[config.mk]
export PLATFORM = sky130hd
export DESIGN_NAME = probe_backoff_rate_governor
export DESIGN_NICKNAME = d
export VERILOG_FILES = /design/src/hdl/pbrg_pkg.sv /design/src/hdl/pbrg_divider.sv /design/src/hdl/pbrg_datapath.sv /design/src/hdl/pbrg_ctrl.sv /design/src/hdl/probe_backoff_rate_governor.sv
export SDC_FILE = /design/constraint.sdc
export NUM_CORES = 2
export LEC_CHECK = 0
export BUFFER_PORTS_ARGS = -buffer_cell sky130_fd_sc_hd__buf_2
export CORE_MARGIN = 3
export CORE_UTILIZATION = 44
export CTS_CLUSTER_SIZE = 25
export DETAILED_ROUTE_END_ITERATION = 16
export SLEW_MARGIN = 0
export SYNTH_ARGS = -nofsm -noshare
export SYNTH_HDL_FRONTEND = slang
export SYNTH_SLANG_ARGS = --single-unit
[constraint.sdc]
create_clock -name clk -period 14.75 [get_ports clk]
set_input_delay 4.425 -clock clk [delete_from_list [all_inputs] [get_ports clk]]
set_output_delay 4.425 -clock clk [all_outputs]
set_load 0.02 [all_outputs]
[src/hdl/pbrg_pkg.sv]
// shared types and constants of the probe and backoff rate governor
`timescale 1ns / 1ps
package pbrg_pkg;

  typedef enum logic [1:0] {
    PH_BASE  = 2'd0,
    PH_PROBE = 2'd1,
    PH_BACK  = 2'd2,
    PH_NONE  = 2'd3
  } phase_t;

  typedef enum logic [2:0] {
    ST_IDLE,
    ST_EVAL,
    ST_DIV,
    ST_DECIDE,
    ST_OUT
  } ctl_state_t;

  localparam int unsigned MIN_SAMPLES = 30;
  localparam int unsigned MEASURE_MS  = 2000;
  localparam int unsigned POLL_MS     = 2000;
  localparam int unsigned DECAY_MS    = 1000;
  localparam int unsigned GAIN_NUM    = 294;
  localparam int unsigned FLOOR_NUM   = 179;
  localparam int          BLOCK_LEVEL = 4;
  localparam int          NOGROW_LEVEL = 3;

  // backoff wait by index, in ms
  function automatic logic [16:0] backoff_ms(input logic [1:0] idx);
    logic [16:0] v;
    begin
      unique case (idx)
        2'd0: v = 17'd5000;
        2'd1: v = 17'd15000;
        2'd2: v = 17'd30000;
        default: v = 17'd60000;
      endcase
      return v;
    end
  endfunction

  // commands from controller to datapath
  typedef struct packed {
    logic load;
    logic eval;
    logic div_start;
    logic decide;
    logic cfg_write;
  } dp_cmd_t;

  // status from datapath to controller
  typedef struct packed {
    logic div_needed;
    logic div_done;
  } dp_sts_t;

endpackage

[src/hdl/pbrg_divider.sv]
// serial restoring divider for two sums by a shared count
`timescale 1ns / 1ps
module pbrg_divider #(
  parameter int SUM_BITS   = 32,
  parameter int COUNT_BITS = 16
) (
  input  logic                  clk,
  input  logic                  rst_n,
  input  logic                  start,
  input  logic [SUM_BITS-1:0]   num_a,
  input  logic [SUM_BITS-1:0]   num_b,
  input  logic [COUNT_BITS-1:0] den,
  output logic [SUM_BITS-1:0]   quo_a,
  output logic [SUM_BITS-1:0]   quo_b,
  output logic                  done
);
  localparam int CNT_W = $clog2(SUM_BITS + 1);

  logic [SUM_BITS-1:0]   qa_r, qb_r, qa_nxt, qb_nxt;
  logic [COUNT_BITS:0]   ra_r, rb_r, ra_nxt, rb_nxt;
  logic [CNT_W-1:0]      cnt_r, cnt_nxt;
  logic                  busy_r, busy_nxt, done_r, done_nxt;
  logic [COUNT_BITS:0]   sa, sb;

  // one quotient bit a cycle for each sum
  always_comb begin
    qa_nxt = qa_r; qb_nxt = qb_r; ra_nxt = ra_r; rb_nxt = rb_r;
    cnt_nxt = cnt_r; busy_nxt = busy_r; done_nxt = 1'b0;
    sa = '0; sb = '0;
    if (start) begin
      qa_nxt = num_a; qb_nxt = num_b; ra_nxt = '0; rb_nxt = '0;
      cnt_nxt = CNT_W'(SUM_BITS); busy_nxt = 1'b1;
    end else if (busy_r) begin
      sa = {ra_r[COUNT_BITS-1:0], qa_r[SUM_BITS-1]};
      sb = {rb_r[COUNT_BITS-1:0], qb_r[SUM_BITS-1]};
      qa_nxt = {qa_r[SUM_BITS-2:0], 1'b0};
      qb_nxt = {qb_r[SUM_BITS-2:0], 1'b0};
      ra_nxt = sa; rb_nxt = sb;
      if (sa >= {1'b0, den}) begin
        ra_nxt = sa - {1'b0, den}; qa_nxt[0] = 1'b1;
      end
      if (sb >= {1'b0, den}) begin
        rb_nxt = sb - {1'b0, den}; qb_nxt[0] = 1'b1;
      end
      cnt_nxt = cnt_r - CNT_W'(1);
      if (cnt_r == CNT_W'(1)) begin
        busy_nxt = 1'b0; done_nxt = 1'b1;
      end
    end
  end

  always_ff @(posedge clk) begin
    qa_r <= qa_nxt; qb_r <= qb_nxt; ra_r <= ra_nxt; rb_r <= rb_nxt; cnt_r <= cnt_nxt;
    if (!rst_n) begin
      busy_r <= 1'b0; done_r <= 1'b0;
    end else begin
      busy_r <= busy_nxt; done_r <= done_nxt;
    end
  end

  assign quo_a = qa_r;
  assign quo_b = qb_r;
  assign done  = done_r;
endmodule

[src/hdl/pbrg_datapath.sv]
// governor state registers, sampling, phase decisions and result fields
`timescale 1ns / 1ps
module pbrg_datapath #(
  parameter int LEVEL_LIMIT = 8,
  parameter int RATE_BITS   = 16,
  parameter int TIME_BITS   = 32,
  parameter int COUNT_BITS  = 16
) (
  input  logic                  clk,
  input  logic                  rst_n,
  input  pbrg_pkg::dp_cmd_t     cmd,
  output pbrg_pkg::dp_sts_t     sts,
  input  logic [3:0]            cfg_value,
  input  logic [3:0]            req_in,
  input  logic [RATE_BITS-1:0]  src_in,
  input  logic [RATE_BITS-1:0]  lp_in,
  input  logic [TIME_BITS-1:0]  now_in,
  input  logic [3:0]            ts_in,
  output logic [3:0]            allowed_o,
  output logic [1:0]            phase_o,
  output logic                  blocked_o,
  output logic [3:0]            accepted_o
);
  localparam int SUM_BITS = RATE_BITS + COUNT_BITS;
  localparam logic [COUNT_BITS-1:0] CMAX = '1;
  localparam logic [3:0] LIM = 4'(LEVEL_LIMIT);

  // item fields held for the whole transaction
  logic [3:0]           req_r;
  logic [RATE_BITS-1:0] src_r, lp_r;
  logic [TIME_BITS-1:0] now_r;
  logic [3:0]           ts_r;

  logic [3:0]            maxg_r, acc_r, allowed_r;
  pbrg_pkg::phase_t      phase_r;
  logic                  started_r, bvalid_r, poll_valid_r, decay_valid_r;
  logic [TIME_BITS-1:0]  pstart_r, lpoll_r, ldecay_r;
  logic [SUM_BITS-1:0]   ssum_r, lsum_r;
  logic [COUNT_BITS-1:0] cnt_r;
  logic [RATE_BITS-1:0]  bsrc_r, blp_r;
  logic [1:0]            bidx_r;
  logic signed [3:0]     therm_r;
  logic                  divn_r;

  logic [SUM_BITS-1:0]   qa, qb;
  logic                  ddone;

  pbrg_divider #(.SUM_BITS(SUM_BITS), .COUNT_BITS(COUNT_BITS)) u_div (
    .clk(clk), .rst_n(rst_n), .start(cmd.div_start),
    .num_a(ssum_r), .num_b(lsum_r), .den(cnt_r),
    .quo_a(qa), .quo_b(qb), .done(ddone)
  );

  assign sts.div_needed = divn_r;
  assign sts.div_done   = ddone;

  logic [3:0] cap;
  assign cap = (maxg_r > LIM) ? LIM : maxg_r;

  // eval stage: thermal poll, decay, sampling; flags whether a division follows
  logic signed [3:0]    therm_new;
  logic                 poll_due, active;
  logic [TIME_BITS-1:0] el;
  logic                 blocked_new;
  logic                 smp;
  logic [COUNT_BITS-1:0] cnt_new;
  logic                 meas_ok;
  always_comb begin
    active    = (cap != 4'd0) && (req_r != 4'd0);
    poll_due  = !poll_valid_r || ((now_r - lpoll_r) >= TIME_BITS'(pbrg_pkg::POLL_MS));
    therm_new = poll_due ? $signed(ts_r) : therm_r;
    blocked_new = therm_new >= 4'sd4;
    smp       = (src_r != '0) && (lp_r != '0) && (cnt_r != CMAX);
    cnt_new   = smp ? cnt_r + COUNT_BITS'(1) : cnt_r;
    el        = now_r - (started_r ? pstart_r : now_r);
    meas_ok   = (el >= TIME_BITS'(pbrg_pkg::MEASURE_MS))
                && (cnt_new >= COUNT_BITS'(pbrg_pkg::MIN_SAMPLES));
  end

  // decision stage products
  logic [RATE_BITS+8:0] pl_s, bl_g, ps_s, bs_f;
  logic improved, held, grow;
  always_comb begin
    pl_s = {qb[RATE_BITS:0], 8'd0};
    bl_g = (RATE_BITS+9)'(blp_r) * (RATE_BITS+9)'(pbrg_pkg::GAIN_NUM);
    ps_s = {qa[RATE_BITS:0], 8'd0};
    bs_f = (RATE_BITS+9)'(bsrc_r) * (RATE_BITS+9)'(pbrg_pkg::FLOOR_NUM);
    improved = (blp_r != '0) && ((|qb[SUM_BITS-1:RATE_BITS+1]) || pl_s >= bl_g);
    held = (bsrc_r == '0) || (|qa[SUM_BITS-1:RATE_BITS+1]) || ps_s >= bs_f;
    grow = (acc_r < cap) && (req_r > acc_r) && (therm_r < 4'sd3);
  end

  function automatic logic [3:0] min4(input logic [3:0] a, input logic [3:0] b);
    return (a < b) ? a : b;
  endfunction

  logic [3:0] allowed_calc, acc1;
  always_comb begin
    acc1 = min4(acc_r + 4'd1, cap);
    allowed_calc = (phase_r == pbrg_pkg::PH_PROBE) ? acc1 : acc_r;
    allowed_calc = min4(req_r, allowed_calc);
  end

  always_ff @(posedge clk) begin
    if (cmd.load) begin
      req_r <= req_in; src_r <= src_in; lp_r <= lp_in; now_r <= now_in; ts_r <= ts_in;
    end
    if (!rst_n) begin
      maxg_r <= '0; acc_r <= '0; phase_r <= pbrg_pkg::PH_BASE; started_r <= 1'b0;
      pstart_r <= '0; ssum_r <= '0; lsum_r <= '0; cnt_r <= '0;
      bsrc_r <= '0; blp_r <= '0; bvalid_r <= 1'b0; bidx_r <= '0;
      therm_r <= -4'sd1; poll_valid_r <= 1'b0; lpoll_r <= '0;
      decay_valid_r <= 1'b0; ldecay_r <= '0; divn_r <= 1'b0; allowed_r <= '0;
    end else if (cmd.cfg_write) begin
      // a changed ceiling clamps and restarts baseline
      if (cfg_value != maxg_r) begin
        maxg_r <= cfg_value;
        if (acc_r > ((cfg_value > LIM) ? LIM : cfg_value))
          acc_r <= (cfg_value > LIM) ? LIM : cfg_value;
        phase_r <= pbrg_pkg::PH_BASE; started_r <= 1'b0;
        ssum_r <= '0; lsum_r <= '0; cnt_r <= '0; bvalid_r <= 1'b0;
      end
    end else if (cmd.eval) begin
      divn_r <= 1'b0;
      allowed_r <= '0;
      if (active) begin
        if (!started_r) begin
          phase_r <= pbrg_pkg::PH_BASE; started_r <= 1'b1; pstart_r <= now_r;
        end
        if (poll_due) begin
          lpoll_r <= now_r; poll_valid_r <= 1'b1; therm_r <= therm_new;
        end
        if (blocked_new) begin
          if (acc_r != 4'd0
              && (!decay_valid_r || (now_r - ldecay_r) >= TIME_BITS'(pbrg_pkg::DECAY_MS))) begin
            acc_r <= acc_r - 4'd1; ldecay_r <= now_r; decay_valid_r <= 1'b1;
            phase_r <= pbrg_pkg::PH_BACK; started_r <= 1'b1; pstart_r <= now_r;
            ssum_r <= '0; lsum_r <= '0; cnt_r <= '0;
            if (bidx_r != 2'd3) bidx_r <= bidx_r + 2'd1;
            allowed_r <= min4(req_r, acc_r - 4'd1);
          end else begin
            allowed_r <= min4(req_r, acc_r);
          end
        end else begin
          decay_valid_r <= 1'b0;
          if (smp) begin
            ssum_r <= ssum_r + SUM_BITS'(src_r);
            lsum_r <= lsum_r + SUM_BITS'(lp_r);
            cnt_r  <= cnt_new;
          end
          if (!started_r) begin
            // fresh baseline just started: elapsed is zero
            divn_r <= 1'b0;
          end else if (phase_r == pbrg_pkg::PH_BASE) begin
            divn_r <= meas_ok;
          end else if (phase_r == pbrg_pkg::PH_PROBE) begin
            divn_r <= meas_ok && bvalid_r;
          end else if (phase_r == pbrg_pkg::PH_BACK) begin
            if (el >= TIME_BITS'(pbrg_pkg::backoff_ms(bidx_r))) begin
              phase_r <= pbrg_pkg::PH_BASE; pstart_r <= now_r;
              ssum_r <= '0; lsum_r <= '0; cnt_r <= '0;
            end
          end
        end
      end
    end else if (cmd.decide) begin
      // sums are divided; take the phase decision
      if (divn_r) begin
        if (phase_r == pbrg_pkg::PH_BASE) begin
          bsrc_r <= RATE_BITS'(qa); blp_r <= RATE_BITS'(qb); bvalid_r <= 1'b1;
          phase_r <= grow ? pbrg_pkg::PH_PROBE : pbrg_pkg::PH_BASE;
        end else if (improved && held) begin
          acc_r <= acc1; bidx_r <= '0; phase_r <= pbrg_pkg::PH_BASE;
        end else begin
          phase_r <= pbrg_pkg::PH_BACK;
          if (bidx_r != 2'd3) bidx_r <= bidx_r + 2'd1;
        end
        pstart_r <= now_r; ssum_r <= '0; lsum_r <= '0; cnt_r <= '0;
        divn_r <= 1'b0;
      end
    end
  end

  // allowed level is formed combinationally from the state registers
  logic use_calc;
  assign use_calc = (cap != 4'd0) && (req_r != 4'd0) && !(therm_r >= 4'sd4);
  assign allowed_o  = use_calc ? allowed_calc : allowed_r;
  assign phase_o    = phase_r;
  assign blocked_o  = therm_r >= 4'sd4;
  assign accepted_o = acc_r;
endmodule

[src/hdl/pbrg_ctrl.sv]
// controller sequencing one frame report through the datapath
`timescale 1ns / 1ps
module pbrg_ctrl (
  input  logic              clk,
  input  logic              rst_n,
  input  logic              in_fire,
  input  logic              out_fire,
  input  pbrg_pkg::dp_sts_t sts,
  output pbrg_pkg::dp_cmd_t cmd_base,
  output logic              in_ready,
  output logic              out_valid
);
  pbrg_pkg::ctl_state_t state_r, state_nxt;

  // next state
  always_comb begin
    state_nxt = state_r;
    unique case (state_r)
      pbrg_pkg::ST_IDLE:   if (in_fire) state_nxt = pbrg_pkg::ST_EVAL;
      pbrg_pkg::ST_EVAL:   state_nxt = pbrg_pkg::ST_DIV;
      pbrg_pkg::ST_DIV: begin
        if (!sts.div_needed) state_nxt = pbrg_pkg::ST_OUT;
        else if (sts.div_done) state_nxt = pbrg_pkg::ST_DECIDE;
      end
      pbrg_pkg::ST_DECIDE: state_nxt = pbrg_pkg::ST_OUT;
      pbrg_pkg::ST_OUT:    if (out_fire) state_nxt = pbrg_pkg::ST_IDLE;
      default:             state_nxt = pbrg_pkg::ST_IDLE;
    endcase
  end

  logic started_r;

  // outputs
  always_comb begin
    cmd_base = '0;
    in_ready = 1'b0;
    out_valid = 1'b0;
    unique case (state_r)
      pbrg_pkg::ST_IDLE:   begin in_ready = 1'b1; cmd_base.load = in_fire; end
      pbrg_pkg::ST_EVAL:   cmd_base.eval = 1'b1;
      pbrg_pkg::ST_DIV:    cmd_base.div_start = sts.div_needed && !started_r;
      pbrg_pkg::ST_DECIDE: cmd_base.decide = 1'b1;
      pbrg_pkg::ST_OUT:    out_valid = 1'b1;
      default:             cmd_base = '0;
    endcase
  end

  always_ff @(posedge clk) begin
    if (!rst_n) begin
      state_r <= pbrg_pkg::ST_IDLE; started_r <= 1'b0;
    end else begin
      state_r <= state_nxt;
      started_r <= (state_r == pbrg_pkg::ST_DIV);
    end
  end
endmodule

[src/hdl/probe_backoff_rate_governor.sv]
// top level of the probe and backoff rate governor
`timescale 1ns / 1ps
// Usage:
// One frame report enters on the in_ stream; one result leaves on the out_ stream.
// in_tdata  : requested_level[3:0], source_rate, loop_rate, time_ms (low bits up)
// in_tuser  : thermal_status, 4 bit signed
// out_tdata : allowed_level[3:0], phase_now[5:4], thermal_blocked[6],
//             accepted_level[10:7]
// cfg_ channel writes max_generations; cfg_ready is high only while the block is
// idle, and a waiting write holds in_tready low so it goes first.
// From the input transaction the controller steps through its eval and div
// states to out_tvalid when no average is taken, and through a decide state
// after the div state when the serial divider forms the two averages. One
// report is in flight at a time; the divider loop sets the worst-case rate.
// Reset (rst_n low, synchronous) returns to baseline with empty sums, no
// thermal sample and a ceiling of zero.
// A stalled receiver holds the result in the datapath registers; in_tready
// stays low until that transaction completes.
module probe_backoff_rate_governor #(
  parameter int LEVEL_LIMIT = 8,
  parameter int RATE_BITS   = 16,
  parameter int TIME_BITS   = 32,
  parameter int COUNT_BITS  = 16
) (
  input  logic                              clk,
  input  logic                              rst_n,
  input  logic                              in_tvalid,
  output logic                              in_tready,
  // requested_level, source_rate, loop_rate, time_ms
  input  logic [((4+2*RATE_BITS+TIME_BITS+7)/8)*8-1:0] in_tdata,
  // thermal_status
  input  logic [3:0]                        in_tuser,
  output logic                              out_tvalid,
  input  logic                              out_tready,
  // allowed_level, phase_now, thermal_blocked, accepted_level
  output logic [15:0]                       out_tdata,
  input  logic                              cfg_valid,
  output logic                              cfg_ready,
  input  logic [3:0]                        cfg_data
);
  localparam int SRC_LO = 4;
  localparam int LP_LO  = 4 + RATE_BITS;
  localparam int T_LO   = 4 + 2*RATE_BITS;

  pbrg_pkg::dp_cmd_t cmd, cmd_base;
  pbrg_pkg::dp_sts_t sts;
  logic in_fire, out_fire;
  logic ctl_ready;
  logic [3:0] allowed, accepted;
  logic [1:0] phase;
  logic blocked;

  // a waiting configuration write takes the idle slot first
  assign in_tready = ctl_ready && !cfg_valid;
  assign cfg_ready = ctl_ready;
  assign in_fire  = in_tvalid && in_tready;
  assign out_fire = out_tvalid && out_tready;

  // configuration write joins the controller commands
  always_comb begin
    cmd = cmd_base;
    cmd.cfg_write = cfg_valid && cfg_ready;
  end

  pbrg_ctrl u_ctrl (
    .clk(clk), .rst_n(rst_n), .in_fire(in_fire), .out_fire(out_fire),
    .sts(sts), .cmd_base(cmd_base), .in_ready(ctl_ready), .out_valid(out_tvalid)
  );

  pbrg_datapath #(
    .LEVEL_LIMIT(LEVEL_LIMIT), .RATE_BITS(RATE_BITS),
    .TIME_BITS(TIME_BITS), .COUNT_BITS(COUNT_BITS)
  ) u_dp (
    .clk(clk), .rst_n(rst_n), .cmd(cmd), .sts(sts), .cfg_value(cfg_data),
    .req_in(in_tdata[3:0]),
    .src_in(in_tdata[SRC_LO +: RATE_BITS]),
    .lp_in(in_tdata[LP_LO +: RATE_BITS]),
    .now_in(in_tdata[T_LO +: TIME_BITS]),
    .ts_in(in_tuser),
    .allowed_o(allowed), .phase_o(phase), .blocked_o(blocked), .accepted_o(accepted)
  );

  assign out_tdata = {5'd0, accepted, blocked, phase, allowed};

  // no input taken while a result waits
  a_no_overlap: assert property (@(posedge clk) disable iff (!rst_n)
    out_tvalid |-> !in_tready) else $error("input ready while result pending");
  // accepted level never exceeds the limit
  a_acc_limit: assert property (@(posedge clk) disable iff (!rst_n)
    out_tvalid |-> (out_tdata[10:7] <= 4'(LEVEL_LIMIT))) else $error("accepted above limit");
  // allowed never exceeds accepted plus one
  a_allowed: assert property (@(posedge clk) disable iff (!rst_n)
    out_tvalid |-> ({1'b0, out_tdata[3:0]} <= {1'b0, out_tdata[10:7]} + 5'd1))
    else $error("allowed above accepted plus one");
endmodule
After elaboration in Yosys (flattened, before gate mapping)
Index checks and enable logic that the tools add are counted.
{ "classes": {"magnitude_cmp": 21, "n_mul": 2, "n_reduce_logical": 65, "n_eq_ne": 28, "add_sub_neg": 12, "mux": 151, "bitwise": 4} }
{ "op_table": {"columns": ["op", "count"], "rows": [
  ["32-bit 2-to-1 mux", 40],
  ["16-bit 2-to-1 mux", 17],
  ["17-bit 2-to-1 mux", 9],
  ["32-bit subtractor", 3],
  ["4-bit 2-to-1 mux", 23],
  ["32-bit by 16-bit adder with 32-bit output", 2],
  ["32-bit by 11-bit >= comparator with 1-bit output (second input constant)", 2],
  ["2-bit 2-to-1 mux", 25],
  ["16-bit by 8-bit multiplier with 24-bit output (second input constant)", 2],
  ["16-bit case mux with 3 select lines", 1],
  ["16-bit nonzero test", 3],
  ["17-bit by 16-bit >= comparator with 1-bit output", 2],
  ["32-bit by 10-bit >= comparator with 1-bit output (second input constant)", 1],
  ["32-bit by 17-bit >= comparator with 1-bit output", 1],
  ["16-bit subtractor", 2],
  ["1-bit 2-to-1 mux", 31],
  ["15-bit OR reduction", 2],
  ["25-bit by 24-bit >= comparator with 1-bit output", 1],
  ["25-bit >= comparator", 1],
  ["4-bit < comparator", 5],
  ["5-bit AND reduction", 4],
  ["16-bit by 1-bit adder with 16-bit output (second input constant)", 1],
  ["16-bit by 5-bit >= comparator with 1-bit output (second input constant)", 1],
  ["1-bit logical AND", 16],
  ["38 further kinds", 88]
]} }
{ "totals": {"elab_cells": 316, "register_bits": 413, "output_inout_bits": 19} }

Depth between registers and ports, before layout
{ "depth": {"ltp_word": 21, "ltp_mapped": 33, "ltp_nobuf": 33} }

Modules after synthesis
Synthesis repeated with hierarchy kept, for this count alone.
{ "unflattened": {"hier_cells": 3723, "hier_area_um2": 32727.6} }
{ "modules_own_cells": {"columns": ["module", "seq_area_each_um2", "cells_per_inst", "n_inst", "area_per_inst_um2"], "rows": [
  ["pbrg_datapath", 6826.5, 3123, 1, 26286.5],
  ["pbrg_divider", 2722.6, 559, 1, 6090.8],
  ["pbrg_ctrl", 80.1, 30, 1, 269.0],
  ["probe_backoff_rate_governor", 0.0, 11, 1, 81.3]
]} }

Least setup slack after synthesis
OpenSTA, ideal clock, no wires.
{ "synth_path": {"path_type": "in2out", "start": "input cfg_valid", "end": "output in_tready", "t_required_ns": 10.325, "n_path_buf": 0, "path_stages": 1, "arrival_time_ns": 5.119, "slack_ns": 5.206, "cell_sequence": "nor4_1"} }
{ "synth_via": {"elab_chain_cells": 2} }
{ "synth_rtl": {"columns": ["element", "line", "rtl"], "rows": [
  ["from (decl)", "probe_backoff_rate_governor.sv:37", "input logic cfg_valid,"],
  ["1-bit logical NOT", "probe_backoff_rate_governor.sv:54", "assign in_tready = ctl_ready && !cfg_valid;"],
  ["1-bit logical AND", "probe_backoff_rate_governor.sv:54", null],
  ["to (decl)", "probe_backoff_rate_governor.sv:28", "output logic in_tready,"]
]} }
Every way passes these cells.

Worst setup path in the final report
Same ends and word-level chain as after synthesis.

==> impl_metrics.py <==
metrics = {
    "setup_path": {
        "critical_path_slowest_stage_cell": "nor4_1",
        "worstSetupPathType": "in -> out",
        "crit_family": "buffers and inverters",
        "cp-start-kind": "input port",
        "worstRegToRegCells": 30,
        "worstSetupPathDepth": 3,
        "end_kind": "output port",
        "rrSetupSlack_ns": 7.05,
        "cp_common_cell": "buf_2",
        "critical_path.cell_chain": "buf_2, nor4_1, buf_2",
        "timing.critical_path.fanout_max": 3,
        "data_arrival_time_at_the_worst_slack_endpoint_ns": 5.10,
        "critical_path.max_stage_delay_ns": 0.30,
        "worstPathBufferInverterCount": 2,
        "timing.critical_path.required_ns": 10.32,
    },
    "power_and_ir_drop": {
        "power_density_nw_per_um2": 95.62,
        "power_mw": 3.358,
        "vdd_drop_max_v": 0.0001013,
        "power_leakage_nw": 14.44,
    },
    "sta": {
        "tns_ns": 0,
        "slew_viol_final": 0,
        "fmaxAchievable_mhz": 105.0,
        "timing.hold.ws_ns": 0.4666,
        "post-route-period-util": 0.6455,
        "finalHoldViolations": 0,
        "final.setup.worst_slack_ns": 5.228,
        "timing.clock.skew_ns": 0.02666,
        "final.min_clock_period_ns": 9.522,
        "unrepaired_setup_endpoints_after_global_routing": "no",
        "finalSetupViolations": 0,
        "timing.slew.headroom": 0.1683,
        "worstMarginPinSlew_ns": 1.248,
    },
    "floorplanning": {
        "io_pins": 104,
        "die_area_um2": 76310,
        "floorplan.initialDensity": 0.4464,
        "die-height_um": 276.2,
        "floorplan.rows": 98,
        "core_area_um2": 71980,
        "die_x_um": 276.2,
    },
    "finish": {
        "net_count_of_the_finished_layout": 4300,
        "antenna_cells": 0,
        "syn_to_final_growth_pct": 9.275,
        "layout-drive-gt1-share": 0.07297,
    },
    "synthesis": {
        "synth_fa_ha_area_frac": 0.1895,
        "simple_gate_area_share_of_the_yosys_netlist": 0.1851,
        "synth_compound_area_frac": 0.1845,
        "synth_flop_type": "dfxtp_1",
        "ys_warn_count": 0,
        "synthesis.instances": 3754,
        "synth-seq-area-share": 0.2997,
        "ys_seq_elements": 413,
        "synth.distinct_cells": 88,
        "largest_family_of_logic_cells_by_synthesized_area": "adder cells",
        "synth-edff-count": 136,
        "mappedNetlistArea_um2": 32130,
        "yosys.area_share.xor_xnor": 0.04170,
        "fraction_of_registers_with_async_set_reset": 0,
        "post_synth_mux_area_share": 0.04419,
        "syn_avg_cell_area_um2": 8.560,
    },
    "clock_tree": {
        "cts.root.buffer_cell": "clkbuf_16",
        "worst_skew_pair.late_latency_ns": 0.60,
        "cts.repair_timing.setup_buffer_count": 0,
        "tritoncts_num_sinks": 413,
        "post_cts_resized": 0,
        "cts-htree-levels": 2,
        "cts-buffers-inserted": 50,
        "cts_hold_buffers": 0,
        "clk_path_buf_depth": 3,
        "clk_pin_slew_ns": 0.06,
        "cts_tree": "yes",
    },
    "global_route": {
        "first_pass_grt_wire_length_um": 135400,
        "grt_max_degree": 104,
        "grt_overflow": 0,
        "grt_util_all_layers": 0.2107,
        "grt_antenna_before_repair": 1,
        "number_of_global_route_vias_before_repair": 25730,
    },
    "place": {
        "dp.final_hpwl_um": 60320,
        "port_buffers": 94,
        "pre_cts_slack_ns": 5.186,
        "place_congestion": 0.8827,
    },
    "status": {
        "run_status": "completed",
    },
    "routing": {
        "first_pass_iters": 6,
        "detail_route.wirelength_um": 81590,
        "routed-via-count": 26620,
        "initialDrtViolationCount": 1678,
        "detail_route.vias_per_cell": 5.593,
        "avgRoutedWirePerCell_um": 17.14,
        "remaining_drc_errors": 0,
        "drtAntennaViolNets": 0,
    },
    "flow_run": {
        "drv.max_cap_violation_count": 0,
    },
    "min_path": {
        "min-delay-path-class": "reg -> reg",
        "worst_hold_path.num_cells": 2,
    },
}
==> cells in the final DEF (no fill, tap or decap), drive strengths merged, types with 66 or more instances in the layout <==
cell type and n:
nand3 90, a21o 66, buf 115, nand2 462, edfxtp 136, fa 66
nor3 76, inv 302, nor2 251, dfxtp 277, xnor2 83, xor2 70
a21oi 273, mux2i 134, clkbuf 75, o21ai 186, ha 381
==> kinds of logic (layout without fill, tap and decap cells) <==
group                    Yosys count  after routing
AND/OR/NAND/NOR                 1235           1235
AO/OA/AOI/OAI                    904            904
buffers and inverters            460            512
adder cells (fa/ha/maj)          447            447
flip-flops                       413            413
XOR/XNOR                         153            153
multiplexers                     141            141
other                              1              5
==> registers in the layout, summed over array words and instances, names as in the netlist, 6 cells and up, named ones only <==
name,cells
u_dp.lp_r,16
u_dp.u_div.quo_b,32
u_dp.pstart_r,32
u_dp.lpoll_r,32
u_dp.now_r,32
u_dp.u_div.cnt_r,6
u_dp.u_div.ra_r,16
u_dp.cnt_r,16
u_dp.u_div.rb_r,16
u_dp.ssum_r,32
u_dp.ldecay_r,32
u_dp.lsum_r,32
u_dp.blp_r,16
u_dp.src_r,16
u_dp.u_div.quo_a,32
u_dp.bsrc_r,16
==> cell type report <==
cell class                 count  area (um^2)
fill                        6983        36860
multi-input combinational   2885        20810
sequential                   413         9630
clock buffer                  75         1469
tap                          950         1189
inverter                     303         1144
timing repair buffer         115        628.1
clock inverter                19        244.0
==> metal layers <==
layer	routed length (um)	vias up	part of all wire	track usage
met3	3448	85	0.042	0.02643
met1	41110	12570	0.50	0.3084
met4	1647	2	0.020	0.04956
met5	9	-	0.00011	0
met2	35370	476	0.43	0.3301
li1	-	13490	-	-
==> worst reg2reg max path, delay by kind of cell, from the launching register on <==
family | cells | cell delay [ns]
DFF | 1 | 0.41
muxes | 1 | 0.23
and+or+nand+nor | 4 | 0.42
AOI/OAI and AO/OA | 16 | 3.79
xor gates and xnor gates | 1 | 0.15
buffers and inverters | 2 | 0.11
adders and majority gates | 6 | 2.45
==> Yosys cell counts (all sizes together), types with 23 or more instances <==
| cell type | count | share of area |
|---|---|---|
| nand2 | 462 | 0.054 |
| ha | 381 | 0.15 |
| inv | 303 | 0.035 |
| dfxtp | 277 | 0.17 |
| a21oi | 273 | 0.043 |
| nor2 | 251 | 0.029 |
| o21ai | 186 | 0.029 |
| edfxtp | 136 | 0.13 |
| mux2i | 134 | 0.042 |
| clkbuf | 131 | 0.015 |
| nand3 | 90 | 0.014 |
| xnor2 | 83 | 0.023 |
| nor3 | 76 | 0.012 |
| xor2 | 70 | 0.019 |
| a21o | 66 | 0.015 |
| fa | 66 | 0.041 |
| nand4 | 45 | 0.0088 |
| nor2b | 43 | 0.0084 |
| and3 | 41 | 0.0080 |
| a211oi | 37 | 0.0093 |
| nand2b | 35 | 0.0068 |
| or3 | 33 | 0.0064 |
| nor4 | 32 | 0.0062 |
| o21a | 32 | 0.0075 |
| or3b | 32 | 0.0087 |
| o21bai | 28 | 0.0067 |
| a21boi | 26 | 0.0061 |
| a31oi | 26 | 0.0051 |
| buf | 26 | 0.0046 |
| o311ai | 24 | 0.0068 |
| a32o | 23 | 0.0072 |
==> final timing paths <==
path                        end               from
max                   in_tready          cfg_valid
min           u_dp.allowed_r[1]  u_dp.allowed_r[1]
min reg2reg   u_dp.allowed_r[1]  u_dp.allowed_r[1]
max reg2reg  u_dp.accepted_o[1]     u_dp.bsrc_r[3]
==> through the flow <==
stage	instances	area, um^2	utilization
2_1_floorplan	3758	32150	-
3_3_place_gp	4666	33400	0.4641
3_5_place_dp	4666	33400	0.4641
4_1_cts	4760	35110	0.4878
5_1_grt	4760	35110	0.4878
6_report	4760	35110	0.4878
==> power breakdown <==
group	leakage, nW	total, mW	internal (mW)	switching (mW)
combinational	10.1	0.791	0.314	0.477
sequential	3.48	1.28	1.22	0.0554
clock	0.832	1.29	0.790	0.499
Power figures use the tool's default switching activity.
